### src/design/assert_macros.svh
// assertion helpers shared by mbrtu_core and mbrtu_tx
`ifndef ASSERT_MACROS_SVH
`define ASSERT_MACROS_SVH
`ifndef SYNTHESIS
`define ASSERT_PROP(label, clk, rst_n, prop) \
    label: assert property (@(posedge clk) disable iff (!rst_n) prop) \
        else $error("assertion failed");
`define ASSERT_NEVER(label, clk, rst_n, cond) \
    label: assert property (@(posedge clk) disable iff (!rst_n) !(cond)) \
        else $error("forbidden condition seen");
`else
`define ASSERT_PROP(label, clk, rst_n, prop)
`define ASSERT_NEVER(label, clk, rst_n, cond)
`endif
`endif

### src/design/mbrtu_pkg.sv
package mbrtu_pkg;

    localparam logic [1:0] OP_START = 2'd0;
    localparam logic [1:0] OP_BYTE  = 2'd1;
    localparam logic [1:0] OP_TICK  = 2'd2;

    localparam logic [2:0] ST_OK       = 3'd0;
    localparam logic [2:0] ST_TIMEOUT  = 3'd1;
    localparam logic [2:0] ST_HEADER   = 3'd2;
    localparam logic [2:0] ST_CRC      = 3'd3;
    localparam logic [2:0] ST_DISABLED = 3'd4;

    localparam logic CFG_ENABLED = 1'b0;
    localparam logic CFG_TIMEOUT = 1'b1;

    localparam logic [15:0] DEFAULT_TIMEOUT = 16'd2500;
    localparam logic [15:0] CRC_INIT        = 16'hFFFF;
    localparam logic [15:0] CRC_POLY        = 16'hA001;
    localparam logic [15:0] ELAPSED_MAX     = 16'hFFFF;
    localparam logic [7:0]  FUNC_READ       = 8'h03;
    localparam logic [7:0]  RESP_BYTES      = 8'h02;
    localparam logic [7:0]  COUNT_HIGH      = 8'h00;
    localparam logic [7:0]  COUNT_LOW       = 8'h01;

    typedef struct packed {
        logic        frame;
        logic        done;
        logic [7:0]  slave;
        logic [15:0] addr;
        logic [2:0]  status;
        logic [15:0] value;
    } req_t;

    typedef struct packed {
        logic frame_active;
        logic done_full;
    } tx_state_t;

    function automatic logic [15:0] crc_add(input logic [15:0] crc_in, input logic [7:0] b);
        logic [15:0] c;
        c = crc_in ^ {8'h00, b};
        for (int i = 0; i < 8; i++)
        begin
            if (c[0])
            begin
                c = (c >> 1) ^ CRC_POLY;
            end
            else
            begin
                c = c >> 1;
            end
        end
        return c;
    endfunction

endpackage

### src/design/mbrtu_core.sv
`include "assert_macros.svh"

module mbrtu_core (
    input  logic                 clk,
    input  logic                 rst_n,
    input  logic                 s_tvalid,
    output logic                 s_tready,
    input  logic [31:0]          s_tdata,
    input  logic [1:0]           s_tuser,
    input  logic                 cfg_we,
    input  logic                 cfg_index,
    input  logic [15:0]          cfg_wdata,
    input  mbrtu_pkg::tx_state_t tx_state,
    output mbrtu_pkg::req_t      req
);

    logic        in_valid_reg;
    logic [1:0]  in_op_reg;
    logic [7:0]  in_sid_reg;
    logic [15:0] in_addr_reg;
    logic [7:0]  in_rx_reg;

    logic        enabled_reg;
    logic [15:0] timeout_reg;

    logic        busy_reg, busy_next;
    logic [2:0]  byte_count_reg, byte_count_next;
    logic [15:0] crc_reg, crc_next;
    logic [15:0] elapsed_reg, elapsed_next;
    logic [7:0]  target_reg, target_next;
    logic        header_good_reg, header_good_next;
    logic [15:0] data_word_reg, data_word_next;
    logic [7:0]  crc_low_reg, crc_low_next;

    logic        gen_frame;
    logic        gen_done;
    logic [2:0]  done_status;
    logic [15:0] done_value;
    logic [15:0] elapsed_inc;
    logic        can_go;
    logic        consume;

    assign elapsed_inc = (elapsed_reg == mbrtu_pkg::ELAPSED_MAX) ? elapsed_reg
                                                                 : elapsed_reg + 16'd1;

    always_comb
    begin
        busy_next        = busy_reg;
        byte_count_next  = byte_count_reg;
        crc_next         = crc_reg;
        elapsed_next     = elapsed_reg;
        target_next      = target_reg;
        header_good_next = header_good_reg;
        data_word_next   = data_word_reg;
        crc_low_next     = crc_low_reg;
        gen_frame        = 1'b0;
        gen_done         = 1'b0;
        done_status      = mbrtu_pkg::ST_OK;
        done_value       = 16'd0;
        if (in_valid_reg)
        begin
            unique case (in_op_reg)
                mbrtu_pkg::OP_START:
                begin
                    if (!busy_reg)
                    begin
                        if (!enabled_reg)
                        begin
                            gen_done    = 1'b1;
                            done_status = mbrtu_pkg::ST_DISABLED;
                        end
                        else
                        begin
                            gen_frame        = 1'b1;
                            busy_next        = 1'b1;
                            byte_count_next  = 3'd0;
                            crc_next         = mbrtu_pkg::CRC_INIT;
                            elapsed_next     = 16'd0;
                            target_next      = in_sid_reg;
                            header_good_next = 1'b1;
                            data_word_next   = 16'd0;
                            crc_low_next     = 8'd0;
                        end
                    end
                end
                mbrtu_pkg::OP_BYTE:
                begin
                    if (busy_reg)
                    begin
                        if (elapsed_reg >= timeout_reg)
                        begin
                            gen_done    = 1'b1;
                            done_status = mbrtu_pkg::ST_TIMEOUT;
                        end
                        else
                        begin
                            unique case (byte_count_reg)
                                3'd0:
                                begin
                                    if (in_rx_reg != target_reg)
                                        header_good_next = 1'b0;
                                end
                                3'd1:
                                begin
                                    if (in_rx_reg != mbrtu_pkg::FUNC_READ)
                                        header_good_next = 1'b0;
                                end
                                3'd2:
                                begin
                                    if (in_rx_reg != mbrtu_pkg::RESP_BYTES)
                                        header_good_next = 1'b0;
                                end
                                3'd3:
                                begin
                                    data_word_next = {in_rx_reg, 8'h00};
                                end
                                3'd4:
                                begin
                                    data_word_next = {data_word_reg[15:8], in_rx_reg};
                                end
                                3'd5:
                                begin
                                    crc_low_next = in_rx_reg;
                                end
                                default:
                                begin
                                    gen_done = 1'b1;
                                    if (!header_good_reg)
                                        done_status = mbrtu_pkg::ST_HEADER;
                                    else if ({in_rx_reg, crc_low_reg} != crc_reg)
                                        done_status = mbrtu_pkg::ST_CRC;
                                    else
                                    begin
                                        done_status = mbrtu_pkg::ST_OK;
                                        done_value  = data_word_reg;
                                    end
                                end
                            endcase
                            if (byte_count_reg < 3'd5)
                                crc_next = mbrtu_pkg::crc_add(crc_reg, in_rx_reg);
                            if (byte_count_reg < 3'd6)
                                byte_count_next = byte_count_reg + 3'd1;
                        end
                    end
                end
                mbrtu_pkg::OP_TICK:
                begin
                    if (busy_reg)
                    begin
                        elapsed_next = elapsed_inc;
                        if (elapsed_inc >= timeout_reg)
                        begin
                            gen_done    = 1'b1;
                            done_status = mbrtu_pkg::ST_TIMEOUT;
                        end
                    end
                end
                default:
                begin
                end
            endcase
        end
        if (gen_done)
            busy_next = 1'b0;
    end

    // a result needs room behind whatever the buffer still holds
    assign can_go  = !(gen_frame && (tx_state.frame_active || tx_state.done_full))
                  && !(gen_done && tx_state.done_full);
    assign consume = in_valid_reg && can_go;
    assign s_tready = !in_valid_reg || consume;

    assign req.frame  = consume && gen_frame;
    assign req.done   = consume && gen_done;
    assign req.slave  = in_sid_reg;
    assign req.addr   = in_addr_reg;
    assign req.status = done_status;
    assign req.value  = done_value;

    always_ff @(posedge clk or negedge rst_n)
    begin
        if (!rst_n)
        begin
            in_valid_reg <= 1'b0;
        end
        else if (s_tready)
        begin
            in_valid_reg <= s_tvalid;
        end
    end

    always_ff @(posedge clk)
    begin
        if (s_tready && s_tvalid)
        begin
            in_op_reg   <= s_tuser;
            in_sid_reg  <= s_tdata[7:0];
            in_addr_reg <= s_tdata[23:8];
            in_rx_reg   <= s_tdata[31:24];
        end
    end

    always_ff @(posedge clk or negedge rst_n)
    begin
        if (!rst_n)
        begin
            enabled_reg <= 1'b0;
            timeout_reg <= mbrtu_pkg::DEFAULT_TIMEOUT;
        end
        else if (cfg_we)
        begin
            unique case (cfg_index)
                mbrtu_pkg::CFG_ENABLED: enabled_reg <= cfg_wdata[0];
                mbrtu_pkg::CFG_TIMEOUT: timeout_reg <= cfg_wdata;
                default:
                begin
                end
            endcase
        end
    end

    always_ff @(posedge clk or negedge rst_n)
    begin
        if (!rst_n)
        begin
            busy_reg        <= 1'b0;
            byte_count_reg  <= 3'd0;
            crc_reg         <= mbrtu_pkg::CRC_INIT;
            elapsed_reg     <= 16'd0;
            target_reg      <= 8'd0;
            header_good_reg <= 1'b0;
            data_word_reg   <= 16'd0;
            crc_low_reg     <= 8'd0;
        end
        else if (consume)
        begin
            busy_reg        <= busy_next;
            byte_count_reg  <= byte_count_next;
            crc_reg         <= crc_next;
            elapsed_reg     <= elapsed_next;
            target_reg      <= target_next;
            header_good_reg <= header_good_next;
            data_word_reg   <= data_word_next;
            crc_low_reg     <= crc_low_next;
        end
    end

    `ASSERT_PROP(a_frame_makes_busy, clk, rst_n, req.frame |=> busy_reg)
    `ASSERT_PROP(a_done_ends_busy, clk, rst_n, req.done |=> !busy_reg)
    `ASSERT_NEVER(a_frame_and_done, clk, rst_n, gen_frame && gen_done)

endmodule

### src/design/mbrtu_tx.sv
`include "assert_macros.svh"

module mbrtu_tx (
    input  logic                 clk,
    input  logic                 rst_n,
    input  mbrtu_pkg::req_t      req,
    output mbrtu_pkg::tx_state_t tx_state,
    output logic                 m_tvalid,
    input  logic                 m_tready,
    output logic [31:0]          m_tdata,
    output logic                 m_tlast,
    output logic                 m_tuser
);

    logic        active_reg;
    logic [2:0]  idx_reg;
    logic [7:0]  slave_reg;
    logic [15:0] addr_reg;
    logic [15:0] crc_reg;

    logic        done_full_reg;
    logic [2:0]  done_status_reg;
    logic [15:0] done_value_reg;

    logic [7:0]  cur_byte;
    logic        take;
    logic        take_byte;
    logic        take_done;

    always_comb
    begin
        unique case (idx_reg)
            3'd0:    cur_byte = slave_reg;
            3'd1:    cur_byte = mbrtu_pkg::FUNC_READ;
            3'd2:    cur_byte = addr_reg[15:8];
            3'd3:    cur_byte = addr_reg[7:0];
            3'd4:    cur_byte = mbrtu_pkg::COUNT_HIGH;
            3'd5:    cur_byte = mbrtu_pkg::COUNT_LOW;
            3'd6:    cur_byte = crc_reg[7:0];
            default: cur_byte = crc_reg[15:8];
        endcase
    end

    assign m_tvalid  = active_reg || done_full_reg;
    assign take      = m_tvalid && m_tready;
    assign take_byte = take && active_reg;
    assign take_done = take && !active_reg;

    // request bytes go first, a queued completion follows them
    always_comb
    begin
        if (active_reg)
        begin
            m_tuser = 1'b0;
            m_tlast = (idx_reg == 3'd7);
            m_tdata = {5'd0, 16'd0, mbrtu_pkg::ST_OK, cur_byte};
        end
        else
        begin
            m_tuser = 1'b1;
            m_tlast = 1'b1;
            m_tdata = {5'd0, done_value_reg, done_status_reg, 8'd0};
        end
    end

    assign tx_state.frame_active = active_reg;
    assign tx_state.done_full    = done_full_reg;

    always_ff @(posedge clk or negedge rst_n)
    begin
        if (!rst_n)
        begin
            active_reg <= 1'b0;
            idx_reg    <= 3'd0;
            crc_reg    <= mbrtu_pkg::CRC_INIT;
        end
        else if (req.frame)
        begin
            active_reg <= 1'b1;
            idx_reg    <= 3'd0;
            crc_reg    <= mbrtu_pkg::CRC_INIT;
        end
        else if (take_byte)
        begin
            if (idx_reg < 3'd6)
                crc_reg <= mbrtu_pkg::crc_add(crc_reg, cur_byte);
            if (idx_reg == 3'd7)
                active_reg <= 1'b0;
            idx_reg <= idx_reg + 3'd1;
        end
    end

    always_ff @(posedge clk)
    begin
        if (req.frame)
        begin
            slave_reg <= req.slave;
            addr_reg  <= req.addr;
        end
        if (req.done)
        begin
            done_status_reg <= req.status;
            done_value_reg  <= req.value;
        end
    end

    always_ff @(posedge clk or negedge rst_n)
    begin
        if (!rst_n)
        begin
            done_full_reg <= 1'b0;
        end
        else if (req.done)
        begin
            done_full_reg <= 1'b1;
        end
        else if (take_done)
        begin
            done_full_reg <= 1'b0;
        end
    end

    `ASSERT_NEVER(a_frame_into_busy, clk, rst_n, req.frame && (active_reg || done_full_reg))
    `ASSERT_NEVER(a_done_overrun, clk, rst_n, req.done && done_full_reg)
    `ASSERT_PROP(a_last_byte_ends, clk, rst_n, (take_byte && idx_reg == 3'd7) |=> !active_reg)

endmodule

### src/design/modbus_rtu_read_register_master.sv
// Modbus RTU master for a function-3 read of one holding register. Items on the s_ side are a
// start (sends the 8-byte request, last byte on tlast), a received response byte, or a
// millisecond tick; each transaction ends in one completion result (tuser 1) carrying status
// and the register value. Bytes and ticks are taken one per cycle unless a result must wait
// for room. A start puts the request into a frame sequencer that hands out one byte per cycle
// while m_tready is high, updating the request CRC as it goes; bytes and ticks keep flowing
// in meanwhile, and an item that would cause a result waits in the input register until the
// result buffer (frame sequencer plus one completion slot) has room. A result is registered
// into that buffer when its item leaves the input register.

module modbus_rtu_read_register_master (
    input  logic        clk,
    input  logic        rst_n,
    input  logic        s_tvalid,
    output logic        s_tready,
    input  logic [31:0] s_tdata,   // slave_id, register_address, rx_byte
    input  logic [1:0]  s_tuser,   // operation
    output logic        m_tvalid,
    input  logic        m_tready,
    output logic [31:0] m_tdata,   // tx_byte, status, read_value, zero pad
    output logic        m_tlast,
    output logic        m_tuser,   // result_kind
    input  logic        cfg_we,
    input  logic        cfg_index,
    input  logic [15:0] cfg_wdata
);

    mbrtu_pkg::req_t      req;
    mbrtu_pkg::tx_state_t tx_state;

    mbrtu_core u_core (
        .clk       (clk),
        .rst_n     (rst_n),
        .s_tvalid  (s_tvalid),
        .s_tready  (s_tready),
        .s_tdata   (s_tdata),
        .s_tuser   (s_tuser),
        .cfg_we    (cfg_we),
        .cfg_index (cfg_index),
        .cfg_wdata (cfg_wdata),
        .tx_state  (tx_state),
        .req       (req)
    );

    mbrtu_tx u_tx (
        .clk      (clk),
        .rst_n    (rst_n),
        .req      (req),
        .tx_state (tx_state),
        .m_tvalid (m_tvalid),
        .m_tready (m_tready),
        .m_tdata  (m_tdata),
        .m_tlast  (m_tlast),
        .m_tuser  (m_tuser)
    );

endmodule
### config.mk
export PLATFORM = sky130hd
export DESIGN_NAME = modbus_rtu_read_register_master
export DESIGN_NICKNAME = d
export VERILOG_FILES = /design/src/design/mbrtu_pkg.sv /design/src/design/mbrtu_core.sv /design/src/design/mbrtu_tx.sv /design/src/design/modbus_rtu_read_register_master.sv
export VERILOG_INCLUDE_DIRS = /design/src /design/src/design
export SDC_FILE = /design/constraint.sdc
export NUM_CORES = 1
export LEC_CHECK = 0
export BUFFER_PORTS_ARGS = -buffer_cell sky130_fd_sc_hd__buf_2
export CORE_UTILIZATION = 55
export DETAILED_ROUTE_END_ITERATION = 7
export PLACE_DENSITY = 0.82
export SYNTH_ARGS = -nofsm -noshare
export SYNTH_HDL_FRONTEND = slang
export SYNTH_SLANG_ARGS = --single-unit
### constraint.sdc
create_clock -name clk -period 6.5 [get_ports clk]
set_clock_uncertainty 0.05 [all_clocks]
set_input_delay 0.325 -clock clk [delete_from_list [all_inputs] [get_ports clk]]
set_output_delay 0.325 -clock clk [all_outputs]
set_load 0.01 [all_outputs]
==> flow_summary.json <==
{
  "power.static_leakage_nw": 4.62,
  "tightest_slew_ps": 1260,
  "critical-path-slowest-cell": "sky130_fd_sc_hd__nand3_1",
  "worst_setup_hold_path_clk_slew_ps": 80,
  "dr.first_iter.drc_count": 606,
  "critical_path.max_fanout": 16,
  "synth_warnings": 0,
  "commonest_non_fill_non_tap_cells_in_the_layout": "sky130_fd_sc_hd__buf_2 (85), sky130_fd_sc_hd__edfxtp_1 (77), sky130_fd_sc_hd__dfrtp_1 (71), sky130_fd_sc_hd__nand2_1 (70), sky130_fd_sc_hd__xnor2_1 (58)",
  "maxCapViolations": 0,
  "start_kind": "flip-flop",
  "relSlewSlack_pct": 15.8,
  "maximum_number_of_pins_on_one_net_before_global_route_repair": 57,
  "detailed_place_hpwl_um": 14900,
  "hold_path.class": "in2reg",
  "clock_latency_at_the_later_pin_of_the_worst_skew_pair_ps": 450,
  "worst-setup-path-type": "reg2reg",
  "timing.critical_path.mode_cell": "sky130_fd_sc_hd__nand3_1",
  "finalMaxSlewViolations": 0,
  "core.rowCount": 48,
  "globalRouteOverflowTotal": 0,
  "cts_tree": "yes",
  "setup_viol": 0,
  "floorplan.die.height_um": 135,
  "ctsHtreeMaxLevel": 4,
  "drt-pass1-iter-count": 5,
  "syn_to_final_growth_pct": 14.6,
  "hold-worst-slack_ps": 6.23,
  "synth-edff-count": 77,
  "layout.nets": 1057,
  "drt_antenna_net_count": 0,
  "portBuffers": 86,
  "yosys_register_bits": 185,
  "layout-drive-gt1-share_pct": 23.5,
  "period_minus_slack_ps": 5500,
  "final_min_period_over_clock_period_pct": 84.6,
  "antenna-diode-count": 0,
  "route.final.wire_length_um": 22300,
  "cp.arrival_ps": 5810,
  "max_freq_mhz": 182,
  "power_density_nw_per_um2": 432,
  "tns_ps": 0,
  "fp.dieW_um": 135,
  "finish.utilization_pct": 64.3,
  "critical_path_buf_inv_count": 0,
  "core_area_sq_um": 17300,
  "drt-wirelength-per-cell_um": 18.7,
  "worst_path_largest_cell_delay_ps": 640,
  "required_time_of_the_critical_path_ps": 6810,
  "number_of_vias_after_detailed_routing": 6883,
  "first_global_vias": 6828,
  "count_of_cell_types_in_the_netlist": 67,
  "placed_cells": 1136,
  "critPathCaptureType": "flip-flop",
  "grt_util_all_layers_pct": 25.0,
  "synth_sequential_area_ratio_pct": 52.1,
  "async_reset_ff_share_pct": 58.4,
  "grt_pass1_wl_um": 35000,
  "critPathTopFamily": "simple AND/OR/NAND/NOR gates",
  "cp_cell_sequence": "and4_1 > nand2_1 > nor3_1 > nand4_1 > nor2b_1 > nand3_1 > or2_2 > nand2_1 > ha_1 > a21o_1 > a21o_1 > a21oi_1 > a21oi_1 > o31ai_1 > nand3_1 > nand3_1 > nand3_1 > mux2_2",
  "cts_num_sinks": 185,
  "netlist_instances": 863,
  "postSynth.topFlopCell": "sky130_fd_sc_hd__edfxtp_1",
  "total_power_mw": 4.80,
  "mostFrequentLayoutCell": "sky130_fd_sc_hd__buf_2",
  "cts_made_buffers": 17,
  "floorplan.initialDensity_pct": 56.2,
  "cell_area_after_synthesis_sq_um": 9710,
  "routed_via_density": 5.78,
  "cts-root-to-sink-buffers": 2,
  "floorplan.die_area_sq_um": 18200,
  "rsz0062_at_grt": "no",
  "syn_area_per_cell_sq_um": 11.3,
  "remaining_drc_errors": 0,
  "gpl.final_weighted_congestion": 0.851,
  "clock_tree.root_cell": "sky130_fd_sc_hd__clkbuf_16",
  "ioPinCount": 92,
  "final_hold_viol_count": 0,
  "antenna_found_initial": 0,
  "outcome": "finished clean",
  "vdd.ir_drop.worst_mv": 0.397,
  "post_layout_nonfiller_instances": 1191
}
worst reg2reg max path: stages (launching register included):
cell                      delay, ps
sky130_fd_sc_hd__dfrtp_1        500
sky130_fd_sc_hd__and4_1         290
sky130_fd_sc_hd__nand2_1        120
sky130_fd_sc_hd__nor3_1         450
sky130_fd_sc_hd__nand4_1        460
sky130_fd_sc_hd__nor2b_1        370
sky130_fd_sc_hd__nand3_1        130
sky130_fd_sc_hd__or2_2          120
sky130_fd_sc_hd__nand2_1         50
sky130_fd_sc_hd__ha_1           300
sky130_fd_sc_hd__a21o_1         180
sky130_fd_sc_hd__a21o_1         170
sky130_fd_sc_hd__a21oi_1        140
sky130_fd_sc_hd__a21oi_1         90
sky130_fd_sc_hd__o31ai_1        420
sky130_fd_sc_hd__nand3_1        160
sky130_fd_sc_hd__nand3_1        250
sky130_fd_sc_hd__nand3_1        640
sky130_fd_sc_hd__mux2_2         540
area by class of cell:
type                    instances  area [sq um]
repair buffers                116           716
fillers                      1284          6170
inverters                      41           154
clock buffers                  17           425
well taps                     225           282
flip-flops and latches        185          5060
clock inverters                15           179
multi-input cells             592          4310
final timing paths:
| check | from | endpoint | slack (ps) | cells after the start |
|---|---|---|---|---|
| max | u_core.elapsed_reg[3] | u_core.crc_reg[11] | 1000 | 18 |
| min | s_tuser[1] | u_core.in_op_reg[1] | 6 | 1 |
| max reg2reg | u_core.elapsed_reg[3] | u_core.crc_reg[11] | 1000 | 18 |
| min reg2reg | u_core.in_addr_reg[1] | u_tx.addr_reg[1] | 380 | 0 |
| max in group asynchronous | rst_n | u_core.crc_low_reg[0] | 4780 | 3 |
| min in group asynchronous | rst_n | u_core.elapsed_reg[7] | 460 | 2 |
layer usage:
layer	vias up	wire (um)	GRT usage, %
met5	-	0	0
met4	0	342	7.80
met3	34	1250	4.58
met2	236	11000	41.2
met1	3351	9760	33.4
li1	3262	-	-
per-stage QoR:
| stage | worst slack, ps | cell area (sq um) |
|---|---|---|
| detailed placement | 1150 | 10300 |
| finish | 1000 | 11100 |
| floorplan | 1430 | 9730 |
| global placement | 1420 | 10300 |
| global route | 429 | 11100 |
| CTS | 1090 | 11100 |
cells by family (layout without fill, tap and decap cells):
kind of cell	after synthesis	after routing	synth area share (%)
compound gates	157	157	11.0
xor+xnor	78	78	7.28
buf+inv	90	189	4.01
fa+ha+maj	48	48	6.18
simple gates	247	247	12.8
mux	57	57	6.60
other cells	1	5	0.0386
flops	185	185	52.1
synthesized netlist by cell type (8+ instances only):
library cell	number	area (sq um)
sky130_fd_sc_hd__edfxtp_1	77	2310
sky130_fd_sc_hd__dfrtp_1	71	1780
sky130_fd_sc_hd__nand2_1	70	263
sky130_fd_sc_hd__xnor2_1	58	508
sky130_fd_sc_hd__mux2_2	51	574
sky130_fd_sc_hd__ha_1	48	601
sky130_fd_sc_hd__a21oi_1	38	190
sky130_fd_sc_hd__nand3_1	38	190
sky130_fd_sc_hd__dfstp_2	37	972
sky130_fd_sc_hd__inv_1	37	139
sky130_fd_sc_hd__clkbuf_1	33	124
sky130_fd_sc_hd__o21ai_0	31	155
sky130_fd_sc_hd__nor2_1	29	109
sky130_fd_sc_hd__nor2b_1	27	169
sky130_fd_sc_hd__nor3_1	22	110
sky130_fd_sc_hd__and2_1	19	119
sky130_fd_sc_hd__o2bb2ai_1	18	158
sky130_fd_sc_hd__xor2_1	18	158
sky130_fd_sc_hd__a21o_1	15	113
sky130_fd_sc_hd__nand4_1	13	81.3
sky130_fd_sc_hd__nand2b_1	9	56.3
sky130_fd_sc_hd__o311ai_0	8	70.1
sky130_fd_sc_hd__o31ai_1	8	60.1
power by group:
group	switching [mW]	internal, mW	leakage (nW)
combinational	1.02	0.984	2.28
sequential	0.246	1.50	2.04
clock	0.527	0.526	0.294
total	1.79	3.01	4.62
what timing repair did:
action | in CTS | in global routing
resized for setup | 0 | 0
endpoints found under the hold margin | 49 | 7
hold buffers | 16 | 7
buffers inserted | 0 | 0
Note: power is estimated with default switching activity, not from simulation.
